## config.mk

```make
export PLATFORM = sky130hd
export DESIGN_NAME = markup_token_scanner
export DESIGN_NICKNAME = d
export VERILOG_FILES = /design/src/rtl/mts_pkg.sv /design/src/rtl/mts_front.sv /design/src/rtl/mts_queue.sv /design/src/rtl/markup_token_scanner.sv
export SDC_FILE = /design/constraint.sdc
export NUM_CORES = 1
export LEC_CHECK = 0
export BUFFER_PORTS_ARGS = -buffer_cell sky130_fd_sc_hd__buf_2
export CAP_MARGIN = 20
export CORE_UTILIZATION = 63
export CTS_CLUSTER_SIZE = 24
export DETAILED_ROUTE_END_ITERATION = 8
export PLACE_DENSITY_LB_ADDON = 0.15
export SLEW_MARGIN = 20
export SYNTH_ARGS = -nofsm -noshare
export SYNTH_HDL_FRONTEND = slang
export SYNTH_SLANG_ARGS = --single-unit
```

## constraint.sdc

```tcl
create_clock -name clk -period 6.9 [get_ports clk]
set_input_delay 0.69 -clock clk [delete_from_list [all_inputs] [get_ports clk]]
set_output_delay 0.69 -clock clk [all_outputs]
set_load 0.02 [all_outputs]
```

## src/rtl/mts_pkg.sv

```systemverilog
// Shared types and constants for the markup token scanner.
// Used by mts_front, mts_queue, markup_token_scanner and mts_checker.
package mts_pkg;

  typedef enum logic [4:0] {
    K_EOF        = 5'd0,
    K_ERROR      = 5'd1,
    K_DOCUMENT   = 5'd2,
    K_HEAD       = 5'd3,
    K_TITLE      = 5'd4,
    K_CONTAINER  = 5'd5,
    K_BODY       = 5'd6,
    K_HEADING1   = 5'd7,
    K_HEADING2   = 5'd8,
    K_HEADING3   = 5'd9,
    K_HEADING4   = 5'd10,
    K_HEADING5   = 5'd11,
    K_HEADING6   = 5'd12,
    K_PARAGRAPH  = 5'd13,
    K_TEXT       = 5'd14,
    K_RAW        = 5'd15,
    K_CSS        = 5'd16,
    K_LPAREN     = 5'd17,
    K_RPAREN     = 5'd18,
    K_BANG       = 5'd19,
    K_IDENTIFIER = 5'd20
  } kind_t;

  typedef enum logic [2:0] {
    M_LINESTART = 3'd0,
    M_IDLE      = 3'd1,
    M_WORD      = 3'd2,
    M_COMMENT   = 3'd3,
    M_SLASH     = 3'd4,
    M_TEXT      = 3'd5,
    M_RAW       = 3'd6
  } mode_t;

  localparam logic [7:0] CH_NL     = 8'h0A;
  localparam logic [7:0] CH_CR     = 8'h0D;
  localparam logic [7:0] CH_TAB    = 8'h09;
  localparam logic [7:0] CH_SPACE  = 8'h20;
  localparam logic [7:0] CH_QUOTE  = 8'h22;
  localparam logic [7:0] CH_BTICK  = 8'h60;
  localparam logic [7:0] CH_SLASH  = 8'h2F;
  localparam logic [7:0] CH_LPAREN = 8'h28;
  localparam logic [7:0] CH_RPAREN = 8'h29;
  localparam logic [7:0] CH_BANG   = 8'h21;

  localparam int QUEUE_DEPTH = 4;
  localparam int QUEUE_AW    = 2;

  typedef struct packed {
    kind_t       kind;
    logic [15:0] line;
    logic [15:0] col;
    logic [7:0]  tabs;
    logic [15:0] len;
    logic [23:0] start;
    logic        last;
  } token_t;

  typedef struct packed {
    logic [1:0] count;
    token_t     t0;
    token_t     t1;
  } front_out_t;

endpackage

```

## src/rtl/mts_front.sv

```systemverilog
// Front end of the markup token scanner: byte classification, scan state
// and token building, up to two tokens per byte. Depends on mts_pkg.
module mts_front #(
  parameter int KEYWORD_CHARS = 9,
  parameter int OFFSET_BITS   = 24
) (
  input  logic                clk,
  input  logic                rst,
  input  logic                take,
  input  logic [7:0]          char_code,
  input  logic                end_flag,
  output mts_pkg::front_out_t fout
);

  localparam int KIW = $clog2(KEYWORD_CHARS);
  localparam logic [OFFSET_BITS-1:0] OFS_MAX = '1;

  mts_pkg::mode_t    mode, mode_next;
  logic [7:0]        wchars [KEYWORD_CHARS];
  logic [15:0]       wlen, wlen_next;
  logic [15:0]       line, line_next;
  logic [15:0]       col, col_next;
  logic [7:0]        tabs, tabs_next;
  logic [OFFSET_BITS-1:0] bpos, bpos_next;
  logic [OFFSET_BITS-1:0] tbegin, tbegin_next;
  logic              wc_we;
  logic [KIW-1:0]    wc_idx;
  logic [71:0]       wv;
  mts_pkg::kind_t    wkind;

  function automatic logic is_alnum(input logic [7:0] c);
    return (c >= 8'h30 && c <= 8'h39) || (c >= 8'h41 && c <= 8'h5A) ||
           (c >= 8'h61 && c <= 8'h7A);
  endfunction

  function automatic logic [15:0] inc16(input logic [15:0] v);
    return (v == 16'hFFFF) ? v : v + 16'd1;
  endfunction

  function automatic logic [23:0] ofs24(input logic [OFFSET_BITS-1:0] v);
    logic [OFFSET_BITS+23:0] x;
    x = {24'd0, v};
    return x[23:0];
  endfunction

  function automatic mts_pkg::token_t mk(input mts_pkg::kind_t k, input logic [15:0] ln,
                                         input logic [15:0] cl, input logic [7:0] tb,
                                         input logic [15:0] len, input logic [23:0] st);
    mts_pkg::token_t t;
    t.kind  = k;
    t.line  = ln;
    t.col   = (cl >= len) ? cl - len : 16'd0;
    t.tabs  = tb;
    t.len   = len;
    t.start = st;
    t.last  = 1'b0;
    return t;
  endfunction

  // Keyword classification on the stored word, first char in the top byte.
  always_comb begin
    for (int i = 0; i < 9; i++) begin
      wv[71-8*i -: 8] = wchars[i];
    end
    wkind = mts_pkg::K_IDENTIFIER;
    if (wlen == 16'd1 && wv[71-:8] == "p") begin
      wkind = mts_pkg::K_PARAGRAPH;
    end else begin
      case (wv[71-:8])
        "b": if (wlen == 16'd4 && wv[71-:32] == "body") wkind = mts_pkg::K_BODY;
        "c": begin
          if ((wlen == 16'd3 && wv[71-:24] == "con") ||
              (wlen == 16'd9 && wv[71-:72] == "container")) wkind = mts_pkg::K_CONTAINER;
          else if (wlen == 16'd7 && wv[71-:56] == "content") wkind = mts_pkg::K_BODY;
          else if (wlen == 16'd3 && wv[71-:24] == "css") wkind = mts_pkg::K_CSS;
        end
        "d": begin
          if (wlen == 16'd8 && wv[71-:64] == "document") wkind = mts_pkg::K_DOCUMENT;
          else if (wlen == 16'd3 && wv[71-:24] == "div") wkind = mts_pkg::K_CONTAINER;
          else if (wlen == 16'd4 && wv[71-:32] == "data") wkind = mts_pkg::K_HEAD;
        end
        "h": begin
          if (wlen >= 16'd2 && wv[63-:8] >= "1" && wv[63-:8] <= "6")
            wkind = mts_pkg::kind_t'(5'd7 + 5'(wv[63-:8] - "1"));
          else if (wlen == 16'd4 && wv[71-:32] == "head") wkind = mts_pkg::K_HEAD;
        end
        "t": if (wlen == 16'd5 && wv[71-:40] == "title") wkind = mts_pkg::K_TITLE;
        default: ;
      endcase
    end
  end

  always_comb begin
    logic do_idle;
    logic [1:0] n;
    mts_pkg::token_t tk;
    mode_next   = mode;
    wlen_next   = wlen;
    line_next   = line;
    col_next    = col;
    tabs_next   = tabs;
    tbegin_next = tbegin;
    bpos_next   = (bpos < OFS_MAX) ? bpos + 1'b1 : bpos;
    wc_we       = 1'b0;
    wc_idx      = '0;
    do_idle     = 1'b0;
    n           = 2'd0;
    tk          = '0;
    fout        = '0;
    if (end_flag) begin
      if (mode == mts_pkg::M_WORD || mode == mts_pkg::M_SLASH ||
          mode == mts_pkg::M_TEXT || mode == mts_pkg::M_RAW) begin
        if (mode == mts_pkg::M_WORD) tk = mk(wkind, line, col, tabs, wlen, ofs24(tbegin));
        else if (mode == mts_pkg::M_SLASH)
          tk = mk(mts_pkg::K_ERROR, line, col, tabs, 16'd1, ofs24(tbegin));
        else tk = mk(mts_pkg::K_ERROR, line, col, tabs, wlen, ofs24(tbegin));
        fout.t0 = tk;
        n = 2'd1;
      end
      tk = mk(mts_pkg::K_EOF, line, col, tabs, 16'd0, ofs24(bpos));
      if (n == 2'd0) fout.t0 = tk;
      else fout.t1 = tk;
      n = n + 2'd1;
      // return to the reset state
      mode_next   = mts_pkg::M_LINESTART;
      wlen_next   = '0;
      line_next   = 16'd1;
      col_next    = '0;
      tabs_next   = '0;
      bpos_next   = '0;
      tbegin_next = '0;
    end else begin
      unique case (mode)
        mts_pkg::M_LINESTART: begin
          if (char_code == mts_pkg::CH_CR || char_code == mts_pkg::CH_TAB) begin
            tabs_next = (tabs == 8'hFF) ? tabs : tabs + 8'd1;
            col_next  = inc16(col);
          end else do_idle = 1'b1;
        end
        mts_pkg::M_WORD: begin
          if (is_alnum(char_code)) begin
            wc_we     = (wlen < 16'(KEYWORD_CHARS));
            wc_idx    = wlen[KIW-1:0];
            wlen_next = inc16(wlen);
            col_next  = inc16(col);
          end else begin
            fout.t0 = mk(wkind, line, col, tabs, wlen, ofs24(tbegin));
            n = 2'd1;
            do_idle = 1'b1;
          end
        end
        mts_pkg::M_SLASH: begin
          if (char_code == mts_pkg::CH_SLASH) begin
            mode_next = mts_pkg::M_COMMENT;
            col_next  = inc16(col);
          end else begin
            fout.t0 = mk(mts_pkg::K_ERROR, line, col, tabs, 16'd1, ofs24(tbegin));
            n = 2'd1;
            do_idle = 1'b1;
          end
        end
        mts_pkg::M_COMMENT: begin
          if (char_code == mts_pkg::CH_NL) do_idle = 1'b1;
          else col_next = inc16(col);
        end
        mts_pkg::M_TEXT, mts_pkg::M_RAW: begin
          if (char_code == ((mode == mts_pkg::M_TEXT) ? mts_pkg::CH_QUOTE
                                                       : mts_pkg::CH_BTICK)) begin
            fout.t0 = mk((mode == mts_pkg::M_TEXT) ? mts_pkg::K_TEXT : mts_pkg::K_RAW,
                         line, col, tabs, wlen, ofs24(tbegin));
            n = 2'd1;
            col_next  = inc16(col);
            mode_next = mts_pkg::M_IDLE;
          end else if (char_code == mts_pkg::CH_NL) begin
            line_next = inc16(line);
            col_next  = 16'd1;
            wlen_next = inc16(wlen);
          end else begin
            col_next  = inc16(col);
            wlen_next = inc16(wlen);
          end
        end
        default: do_idle = 1'b1;
      endcase
      if (do_idle) begin
        mode_next = mts_pkg::M_IDLE;
        if (char_code == mts_pkg::CH_SPACE || char_code == mts_pkg::CH_CR ||
            char_code == mts_pkg::CH_TAB) begin
          col_next = inc16(col);
        end else if (char_code == mts_pkg::CH_NL) begin
          line_next = inc16(line);
          col_next  = '0;
          tabs_next = '0;
          mode_next = mts_pkg::M_LINESTART;
        end else begin
          tbegin_next = bpos;
          col_next    = inc16(col);
          if (char_code == mts_pkg::CH_QUOTE || char_code == mts_pkg::CH_BTICK) begin
            wlen_next = 16'd1;
            mode_next = (char_code == mts_pkg::CH_QUOTE) ? mts_pkg::M_TEXT : mts_pkg::M_RAW;
          end else if (char_code == mts_pkg::CH_SLASH) begin
            mode_next = mts_pkg::M_SLASH;
          end else if (is_alnum(char_code)) begin
            wc_we     = 1'b1;
            wc_idx    = '0;
            wlen_next = 16'd1;
            mode_next = mts_pkg::M_WORD;
          end else begin
            if (char_code == mts_pkg::CH_LPAREN)
              tk = mk(mts_pkg::K_LPAREN, line, col_next, tabs, 16'd1, ofs24(bpos));
            else if (char_code == mts_pkg::CH_RPAREN)
              tk = mk(mts_pkg::K_RPAREN, line, col_next, tabs, 16'd1, ofs24(bpos));
            else if (char_code == mts_pkg::CH_BANG)
              tk = mk(mts_pkg::K_BANG, line, col_next, tabs, 16'd1, ofs24(bpos));
            else tk = mk(mts_pkg::K_ERROR, line, col_next, tabs, 16'd1, ofs24(bpos));
            if (n == 2'd0) fout.t0 = tk;
            else fout.t1 = tk;
            n = n + 2'd1;
          end
        end
      end
    end
    // mark the last word of this byte
    if (n == 2'd1) fout.t0.last = 1'b1;
    if (n == 2'd2) fout.t1.last = 1'b1;
    fout.count = take ? n : 2'd0;
  end

  always_ff @(posedge clk) begin
    if (rst) begin
      mode <= mts_pkg::M_LINESTART;
    end else if (take) begin
      mode <= mode_next;
    end
  end

  always_ff @(posedge clk) begin
    if (rst) begin
      wlen   <= '0;
      line   <= 16'd1;
      col    <= '0;
      tabs   <= '0;
      bpos   <= '0;
      tbegin <= '0;
    end else if (take) begin
      wlen   <= wlen_next;
      line   <= line_next;
      col    <= col_next;
      tabs   <= tabs_next;
      bpos   <= bpos_next;
      tbegin <= tbegin_next;
    end
  end

  always_ff @(posedge clk) begin
    if (take && !end_flag && wc_we) begin
      wchars[wc_idx] <= char_code;
    end
  end

endmodule

```

## src/rtl/mts_queue.sv

```systemverilog
// Token queue between scanner front and result port: two writes, one read.
// Depends on mts_pkg.
module mts_queue (
  input  logic                clk,
  input  logic                rst,
  input  mts_pkg::front_out_t fin,
  input  logic                rd,
  output logic                full,
  output logic                empty,
  output mts_pkg::token_t     head
);

  mts_pkg::token_t mem [mts_pkg::QUEUE_DEPTH];
  logic [mts_pkg::QUEUE_AW-1:0] wp, rp;
  logic [mts_pkg::QUEUE_AW:0]   cnt;
  logic                         rd_ok;

  assign empty = (cnt == '0);
  // hold back the producer unless two words fit
  assign full  = (cnt > (mts_pkg::QUEUE_AW+1)'(mts_pkg::QUEUE_DEPTH - 2));
  assign rd_ok = rd && !empty;
  assign head  = mem[rp];

  always_ff @(posedge clk) begin
    if (fin.count != 2'd0) mem[wp] <= fin.t0;
    if (fin.count == 2'd2) mem[wp + 1'b1] <= fin.t1;
  end

  always_ff @(posedge clk) begin
    if (rst) begin
      wp  <= '0;
      rp  <= '0;
      cnt <= '0;
    end else begin
      wp  <= wp + mts_pkg::QUEUE_AW'(fin.count);
      rp  <= rp + mts_pkg::QUEUE_AW'(rd_ok);
      cnt <= cnt + (mts_pkg::QUEUE_AW+1)'(fin.count) - (mts_pkg::QUEUE_AW+1)'(rd_ok);
    end
  end

endmodule

```

## src/rtl/markup_token_scanner.sv

```systemverilog
// Top level of the markup token scanner: front scanner plus token queue.
// Depends on mts_pkg, mts_front and mts_queue.
//
// Usage:
//   Input channel: drive char_code/end_flag and raise push; a byte is taken
//   on a clock edge where push is high and full is low. end_flag marks the
//   end of the source; char_code is then ignored.
//   Result channel: while empty is low the oldest token word sits on the
//   result ports; pop on a clock edge with empty low takes it.
//   Each byte yields zero, one or two words; last_flag marks the final word
//   of a byte, and the end mark always yields an EOF word with last_flag.
// Timing:
//   One byte per cycle while the receiver keeps up and bytes yield no more
//   than one word on average. The front classifies the byte and updates
//   the scan state in the cycle it is taken; its words are registered into a
//   four-entry queue whose head drives the ports. Keyword matching runs on the
//   stored word chars when the word ends, in the same cycle.
//   full rises when fewer than two queue slots are free, so a stalled
//   receiver backs up the input once three or four words are queued.
// Reset: rst (synchronous) empties the queue and returns the scanner to the
//   start of a line, line 1, column 0. After the end mark the scanner
//   returns to that same state on its own.
module markup_token_scanner #(
  parameter int KEYWORD_CHARS = 9,
  parameter int OFFSET_BITS   = 24
) (
  input  logic        clk,
  input  logic        rst,
  input  logic        push,
  output logic        full,
  input  logic [7:0]  char_code,
  input  logic        end_flag,
  output logic        empty,
  input  logic        pop,
  output logic [4:0]  token_kind,
  output logic [15:0] line_number,
  output logic [15:0] column,
  output logic [7:0]  indent_tabs,
  output logic [15:0] token_length,
  output logic [23:0] start_offset,
  output logic        last_flag
);

  mts_pkg::front_out_t fout;
  mts_pkg::token_t     head;
  logic                take;

  // accept a byte only when the queue has room for two words
  assign take = push && !full;

  mts_front #(
    .KEYWORD_CHARS(KEYWORD_CHARS),
    .OFFSET_BITS  (OFFSET_BITS)
  ) u_front (
    .clk      (clk),
    .rst      (rst),
    .take     (take),
    .char_code(char_code),
    .end_flag (end_flag),
    .fout     (fout)
  );

  mts_queue u_queue (
    .clk  (clk),
    .rst  (rst),
    .fin  (fout),
    .rd   (pop),
    .full (full),
    .empty(empty),
    .head (head)
  );

  assign token_kind   = head.kind;
  assign line_number  = head.line;
  assign column       = head.col;
  assign indent_tabs  = head.tabs;
  assign token_length = head.len;
  assign start_offset = head.start;
  assign last_flag    = head.last;

endmodule

```

==> Implementation_results.wiki, run 1 <==
{| class="wikitable"
! Metric !! Value
|-
| Run status || finished clean
|-
| Net Count, Synth || around 2500
|-
| Dominant delay contributor by cell family on the critical path || simple AND/OR/NAND/NOR gates
|-
| Total Wirelength || just under 80 mm
|-
| Endpoint arrival time on the critical path || 5.62 ns
|-
| Psw || 2.89 mW
|-
| Reg2Reg Capture Point || u_queue.mem[0][67]
|-
| Worst hold start || u_queue.mem[3][31]
|-
| Endpoint of the worst hold path || u_queue.mem[3][31]
|-
| Placeable Area || 0.0421 mm^2
|-
| Vias/cell || 7.05
|-
| Slew Limit Fails || 0
|-
| Clock power share || 31.5%
|-
| Area occupied by multi-input gates || 0.0121 mm^2
|-
| Worst reg2reg setup slack || 1.62 ns
|-
| Remaining global-route overflow || 0
|-
| Number of setup violations in the final report || 0
|-
| Post-synth EDFFs || about 350
|-
| Horiz. Die Dim || 209 um
|-
| Count of synthesis-stage warnings from yosys || 0
|-
| Source-to-sink clock delay at the later pin of the worst-skew pair || 0.61 ns
|-
| Fraction of layout instances using a drive strength above 1 || 14.9%
|-
| Biggest cell delay along the critical path || 0.65 ns
|-
| Total DRC errors in the routed layout || 0
|-
| Area of the die || 0.0438 mm^2
|-
| Storage cell area || about 0.014 mm^2
|-
| Length of the first detailed-routing pass in iterations || 6
|-
| Max Cap Viol || 0
|-
| Synth area leader || edfxtp_1
|-
| Time the worst path needs with I/O delays and setup || approximately 5.3 ns
|-
| Buffering stage count on the worst path with inverters included || 4
|-
| Critical Path Source Type || register
|-
| Pin count of the biggest net entering global routing || 70
|-
| Worst min-delay path category || register to register
|-
| Buffer type at the clock tree root || clkbuf_16
|-
| Quantity of hold-fixing buffers added after cts || 0
|-
| Logic pwr share || 25.4%
|-
| Unique cell type count in the Yosys netlist || 97
|-
| Portion of total power attributed to sequential cells || 43.1%
|-
| First-pass GRT wire length || around 120 mm
|-
| Largest fanout of any net on the critical path || 39
|-
| Actual transition at the worst max-transition pin || 1.17 ns
|-
| Worst ir drop on vdd || approximately 0.00031 V
|-
| Reg2reg path depth || 15
|-
| Leakage power figure || 9.33 nW
|-
| Ys async rst share || 0%
|-
| Final Net Count || 2481
|-
| Aggregate global-route resource usage || a little over a third
|-
| Post-CTS Setup Inserts || 0
|-
| Area share of the largest cell type after synthesis || 38.6%
|-
| Count of mapped cells out of synthesis || between 2000 and 2500
|-
| Synth area leaders || edfxtp_1, dfxtp_1, mux4_2, o22ai_1, nor2_1
|-
| Clock-pin slew on the worst setup and hold paths || 0.06 ns
|-
| Portion of the post-synthesis area used by sequential elements || a little over half
|-
| Starting utilization of the core area || ~64%
|-
| Critical path's slowest cell || nor2_2
|-
| Fill cells || 3041
|-
| Switching share of power || about a third
|-
| Fraction of the cycle the final worst path needs || 76.5%
|-
| Post-cts resize count || 0
|-
| Count of port buffers added during placement || 100
|-
| Height of the chip || 209 um
|-
| Type of element capturing the critical path || register
|-
| Minimum hold slack || 0.463 ns
|-
| Count of nets left with antenna violations after detail routing || 0
|-
| Number of sinks on the clock net || 530
|-
| # IOs || 101
|-
| Clock buffer count from CTS || 53
|-
| Mean instance size in the synthesized netlist || approximately 11 um^2
|-
| Number of antenna violations at the first check in global routing || 0
|-
| Cell Pwr Density || 303 mW/mm^2
|-
| Clock tree from TritonCTS || yes
|-
| Hold path cells || 1
|-
| Vias in the first global route || just over 20000
|-
| Total number of vias || 21200
|-
| R2R Path Start || u_front.mode[0]
|-
| Max Clock Skew || 0.0183 ns
|-
| Placer congestion estimate || about 0.99
|-
| H-tree levels || 2
|-
| CP dominant cell by count || nand2_1
|-
| Synthesis-stage register bit count || 530
|-
| DP Wirelength || ~50 mm
|-
| Internal Power || just over 6 mW
|-
| Number of buffers on the longest clock path || 3
|-
| WS Path Type || register to register
|-
| Final sum of negative setup slack || 0 ns
|-
| Predominant post-synthesis flop cell || edfxtp_1
|-
| Post-synth design cell area || between 0.02 and 0.03 mm^2
|-
| Data required, critical path || ~7.2 ns
|-
| Critical path, cell by cell || nor2b_1 -> nand2b_1 -> a21o_1 -> nand2_1 -> nor2_1 -> clkinv_1 -> ha_1 -> nor3_1 -> mux2i_1 -> nand2_1 -> nor3_2 -> buf_4 -> nor2_2 -> inv_2 -> buf_12
|-
| Max transition margin || 21.6%
|-
| Hold Violations, Final || 0
|-
| Cell row count || between 70 and 80
|-
| Average wire per cell in the routed design || 25.7 um
|-
| Area growth from synthesis to final layout || 9.29%
|-
| Setup repair after global routing missed its margin || false
|-
| Fmax || 189 MHz
|-
| Detailed router's first-iteration violation count || between 2000 and 3000
|-
| Total inserted antenna cells || 0
|}
power by group through the flow:
stage | Clock, mW | Sequential (mW) | Combinational (mW)
6_report | 2.83 | 3.87 | 2.28
3_3_place_gp | 0 | 3.92 | 2.22
3_5_place_dp | 0 | 3.94 | 2.24
5_1_grt | 2.96 | 3.90 | 2.40
2_1_floorplan | 0 | 3.81 | 1.63
4_1_cts | 2.85 | 3.87 | 2.25
sequential cells by signal, summed over array words and instances, names as in the netlist:
| register | cells |
|---|---|
| u_queue.mem | 344 |
| u_front.wchars | 72 |
| u_front.bpos | 24 |
| u_front.tbegin | 24 |
| u_front.col | 16 |
| u_front.line | 16 |
| u_front.wlen | 16 |
| u_front.tabs | 8 |
| u_front.mode | 3 |
| u_queue.cnt | 3 |
| u_queue.rp | 2 |
| u_queue.wp | 2 |
worst reg2reg max path: stages (launching register included):
cell and delay [ns]:
dfxtp_1 0.59, nor2b_1 0.26, nand2b_1 0.29, a21o_1 0.22, nand2_1 0.13, nor2_1 0.31
clkinv_1 0.34, ha_1 0.46, nor3_1 0.20, mux2i_1 0.14, nand2_1 0.19, nor3_2 0.05
buf_4 0.23, nor2_2 0.65, inv_2 0.54, buf_12 0.38
cells in the final DEF, fill, tap and decap left out, drive strengths merged, types with 68 or more instances in the layout:
cell type  instances
o22ai            161
nor2             207
o21ai             77
a21oi             95
dfxtp            182
a22oi             68
nand2            143
and2             115
buf              140
mux4              86
edfxtp           348
clkbuf            79
final cells by class:
class                   instances  area share (%)
inverters                      47           0.596
flip-flops and latches        530            47.6
multi-input cells            1659            40.8
well taps                     539            2.28
clock buffers                  79            5.15
clock inverters                21           0.664
repair buffers                140            2.82
how the worst max path moves through the flow:
stage                    startpoint            endpoint  cells after the start
finish              u_front.mode[0]  u_queue.mem[0][67]                     15
global route           char_code[0]  u_queue.mem[0][46]                     16
CTS                    char_code[0]  u_queue.mem[0][46]                     16
detailed placement     char_code[0]  u_queue.mem[0][48]                     16
global placement       char_code[6]  u_queue.mem[2][47]                     12
floorplan              char_code[1]   u_queue.mem[1][0]                     14
Yosys cell counts (11+ instances only):
library cell	instances
a21o_1	15
nor4_1	33
nor2_1	200
a22o_1	17
a22oi_1	68
xor2_1	34
nand3_1	55
and3_1	27
ha_1	35
nand2b_1	12
mux4_2	86
nand2_1	140
nand4_1	35
inv_1	43
a32o_1	60
nor2b_1	28
o22ai_1	157
o2bb2ai_1	14
nor3_1	54
and2_1	113
o21ai_0	71
buf_1	19
edfxtp_1	348
buf_2	39
a21oi_1	95
nand3b_1	11
xnor2_1	38
dfxtp_1	182
clkbuf_1	129
or3_1	23
a31oi_1	16
a211oi_1	12
layer usage:
metal	share of wire (%)	global-route usage, %
met1	39	47.5
met2	47	56.1
met3	9.8	6.36
met4	4.3	16.8
met5	0	0
metrics by stage:
step / setup slack (ns) / total power, mW / instance area, um^2 / util [%] / std cells
5_1_grt: 1.18 / 9.26 / 29600 / 70.2 / 3015
2_1_floorplan: 1.55 / 5.44 / 27100 / - / 2426
6_report: 1.62 / 8.98 / 29600 / 70.2 / 3015
4_1_cts: 1.74 / 8.97 / 29500 / 70.1 / 3014
3_5_place_dp: 1.10 / 6.18 / 27800 / 66.0 / 2914
3_3_place_gp: 1.32 / 6.13 / 27800 / 66.0 / 2914
kinds of logic (layout without fill, tap and decap cells):
kind of cell / count (synthesis) / in the layout / synth area share (%)
simple gates: 812 / 812 / 16.0
fa+ha+maj: 37 / 37 / 1.77
xor+xnor: 72 / 72 / 2.33
buf+inv: 237 / 287 / 3.53
mux: 100 / 100 / 7.69
compound gates: 638 / 638 / 16.7
flops: 530 / 530 / 52.0
Power figures use the tool's default switching activity.
==> run 2, diff against run 1 <==
clock period = 5 ns   (was 6.9 ns; I/O delays follow)
==> Implementation_results.wiki, run 2 (synthesis gave the netlist of run 1 again) <==
{| class="wikitable"
! Metric !! Value
|-
| Run status || finished clean (unchanged)
|-
| Final Net Count || 2537 (was 2481)
|-
| Biggest cell delay along the critical path || 0.69 ns (was 0.65 ns)
|-
| Largest fanout of any net on the critical path || 12 (was 39)
|-
| Met1 usage || 49.3% (was 47.5%)
|-
| Fraction of layout instances using a drive strength above 1 || 17.0% (was 14.9%)
|-
| Clock tree from TritonCTS || yes (unchanged)
|-
| Global-route track usage on met3 || 5.18% (was 6.36%)
|-
| # IOs || 101 (unchanged)
|-
| M2 GR Usage || 58.6% (was 56.1%)
|-
| Critical path's slowest cell || dfxtp_1 (was nor2_2)
|-
| Placer congestion estimate || 0.989 (about the same)
|-
| Fmax || 216 MHz (was 189 MHz)
|-
| Minimum hold slack || 0.274 ns (was 0.463 ns)
|-
| First-pass GRT wire length || 121 mm (was 119 mm)
|-
| Buffer type at the clock tree root || clkbuf_16 (unchanged)
|-
| Vias/cell || 7.06 (was 7.05)
|-
| Total number of vias || 21700 (was 21200)
|-
| Max Cap Viol || 0 (unchanged)
|-
| Type of element capturing the critical path || register (unchanged)
|-
| Average wire per cell in the routed design || 26.1 um (was 25.7 um)
|-
| Hold Violations, Final || 0 (unchanged)
|-
| Placeable Area || 0.0421 mm^2 (unchanged)
|-
| Clock-pin slew on the worst setup and hold paths || 0.06 ns (about the same)
|-
| Vias in the first global route || 20800 (about the same)
|-
| Length of the first detailed-routing pass in iterations || 8 (was 6)
|-
| WS Path Type || register to register (unchanged)
|-
| Clock buffer count from CTS || 52 (was 53)
|-
| Horiz. Die Dim || 209 um (unchanged)
|-
| Worst min-delay path category || primary input to register (was register to register)
|-
| H-tree levels || 2 (unchanged)
|-
| Worst ir drop on vdd || 0.000710 V (was 0.000313 V)
|-
| Count of port buffers added during placement || 100 (unchanged)
|-
| Largest registers || u_queue.mem x344, u_front.wchars x72 (unchanged)
|-
| Slew Limit Fails || 0 (unchanged)
|-
| Setup repair after global routing missed its margin || false (unchanged)
|-
| Dominant delay contributor by cell family on the critical path || simple AND/OR/NAND/NOR gates (unchanged)
|-
| Number of antenna violations at the first check in global routing || 1 (was 0)
|-
| Total Wirelength || 80.1 mm (was 77.5 mm)
|-
| Count of nets left with antenna violations after detail routing || 0 (unchanged)
|-
| Leading cell type in the layout, fill and taps excluded || edfxtp_1 (unchanged)
|-
| Area of the die || 0.0438 mm^2 (unchanged)
|-
| Number of sinks on the clock net || 530 (unchanged)
|-
| Cell row count || 75 (unchanged)
|-
| Data required, critical path || 5.33 ns (was 7.24 ns)
|-
| Number of flip-flops in the largest register || 344 (unchanged)
|-
| DP Wirelength || 52.4 mm (was 50.3 mm)
|-
| Time the worst path needs with I/O delays and setup || 4.64 ns (was 5.28 ns)
|-
| Source-to-sink clock delay at the later pin of the worst-skew pair || 0.62 ns (was 0.61 ns)
|-
| Portion of total power attributed to sequential cells || 41.8% (was 43.1%)
|-
| Total DRC errors in the routed layout || 0 (unchanged)
|-
| Total inserted antenna cells || 0 (unchanged)
|-
| Critical Path Source Type || register (unchanged)
|-
| Psw || 4.04 mW (was 2.89 mW)
|-
| Most frequent cells in the layout || edfxtp_1, nor2_1, dfxtp_1 (unchanged)
|-
| Internal Power || 8.50 mW (was 6.09 mW)
|-
| Area growth from synthesis to final layout || 11.1% (was 9.29%)
|-
| Power Total || 12.5 mW (was 8.98 mW)
|-
| Starting utilization of the core area || 64.3% (unchanged)
|-
| Quantity of hold-fixing buffers added after cts || 0 (unchanged)
|-
| Height of the chip || 209 um (unchanged)
|-
| GRT Max-Usage Layer || met2 (unchanged)
|-
| Max transition margin || 31.7% (was 21.6%)
|-
| Number of buffers on the longest clock path || 3 (unchanged)
|-
| Final sum of negative setup slack || 0 ns (unchanged)
|-
| Switching share of power || 32.2% (about the same)
|-
| Leakage power figure || 9.63 nW (was 9.33 nW)
|-
| Clock power share || 31.3% (was 31.5%)
|-
| Remaining global-route overflow || 0 (unchanged)
|-
| Pin count of the biggest net entering global routing || 88 (was 70)
|-
| Cell Pwr Density || 417 mW/mm^2 (was 303 mW/mm^2)
|-
| Actual transition at the worst max-transition pin || 1.02 ns (was 1.17 ns)
|-
| Aggregate global-route resource usage || 36.0% (was 35.4%)
|-
| Buffering stage count on the worst path with inverters included || 2 (was 4)
|-
| Critical path, cell by cell || nand3_1 -> nor3_4 -> nand2_1 -> xnor2_1 -> inv_1 -> ha_1 -> o211ai_1 -> nor4_1 -> buf_4 -> nor4b_1 -> xor2_1 -> o21ai_0 -> a221oi_1 -> o22ai_1 (was nor2b_1 -> nand2b_1 -> a21o_1 -> nand2_1 -> nor2_1 -> clkinv_1 -> ha_1 -> nor3_1 -> mux2i_1 -> nand2_1 -> nor3_2 -> buf_4 -> nor2_2 -> inv_2 -> buf_12)
|-
| Largest register by flop count || u_queue.mem (unchanged)
|-
| Detailed router's first-iteration violation count || 2523 (was 2508)
|-
| Fraction of the cycle the final worst path needs || 92.8% (was 76.5%)
|-
| Number of setup violations in the final report || 0 (unchanged)
|-
| Logic pwr share || 26.9% (was 25.4%)
|-
| Endpoint arrival time on the critical path || 4.97 ns (was 5.62 ns)
|-
| Max Clock Skew || 0.0294 ns (was 0.0183 ns)
|}
run 2: worst paths after layout:
check / start / endpoint / slack (ns) / depth (start not counted)
max: u_front.col[4] / u_queue.mem[2][61] / 0.36 / 14
min: char_code[0] / u_front.wchars[0][0] / 0.27 / 1
max reg2reg: u_front.col[4] / u_queue.mem[2][61] / 0.36 / 14
min reg2reg: u_queue.mem[1][29] / u_queue.mem[1][29] / 0.46 / 1
run 2: final cells by class:
type	instances	area, um^2
Sequential cell	530	14100
Fill cell	2948	12100
Multi-Input combinational cell	1659	12100
Clock buffer	75	1530
Timing Repair Buffer	197	1300
Tap cell	539	674
Clock inverter	23	211
Inverter	47	191
run 2: timing repair:
action                     CTS  global route
setup buffers                0             0
setup endpoints to repair    0             7
gates resized for setup      0             2
run 2: worst reg2reg max path, stage by stage (launching register included):
cell      delay (ns)
dfxtp_1         0.69
nand3_1         0.42
nor3_4          0.51
nand2_1         0.21
xnor2_1         0.19
inv_1           0.16
ha_1            0.24
o211ai_1        0.12
nor4_1          0.19
buf_4           0.17
nor4b_1         0.33
xor2_1          0.30
o21ai_0         0.16
a221oi_1        0.51
o22ai_1         0.18
run 2: through the flow:
stage	instances	setup WS [ns]	instance area, um^2	utilization (%)
CTS	3070	0.256	30100	71.3
finish	3070	0.362	30100	71.4
detailed placement	2972	0.0513	28300	67.2
floorplan	2426	0.177	27100	-
global placement	2972	0.123	28300	67.2
global route	3070	0.0246	30100	71.4
run 2: power groups by stage:
| stage | Sequential, mW | Combinational [mW] | Clock (mW) |
|---|---|---|---|
| after floorplan | 5.25 | 2.25 | 0 |
| after global routing | 5.27 | 3.52 | 4.12 |
| after detailed placement | 5.33 | 3.32 | 0 |
| after CTS | 5.24 | 3.34 | 3.97 |
| final | 5.24 | 3.37 | 3.93 |
| after global placement | 5.30 | 3.29 | 0 |
run 2: per-layer routing:
| metal | wire length [um] | up-vias |
|---|---|---|
| li1 | - | 9578 |
| met1 | 31600 | 10600 |
| met2 | 38100 | 1332 |
| met3 | 7620 | 182 |
| met4 | 2730 | 2 |
| met5 | 14 | - |
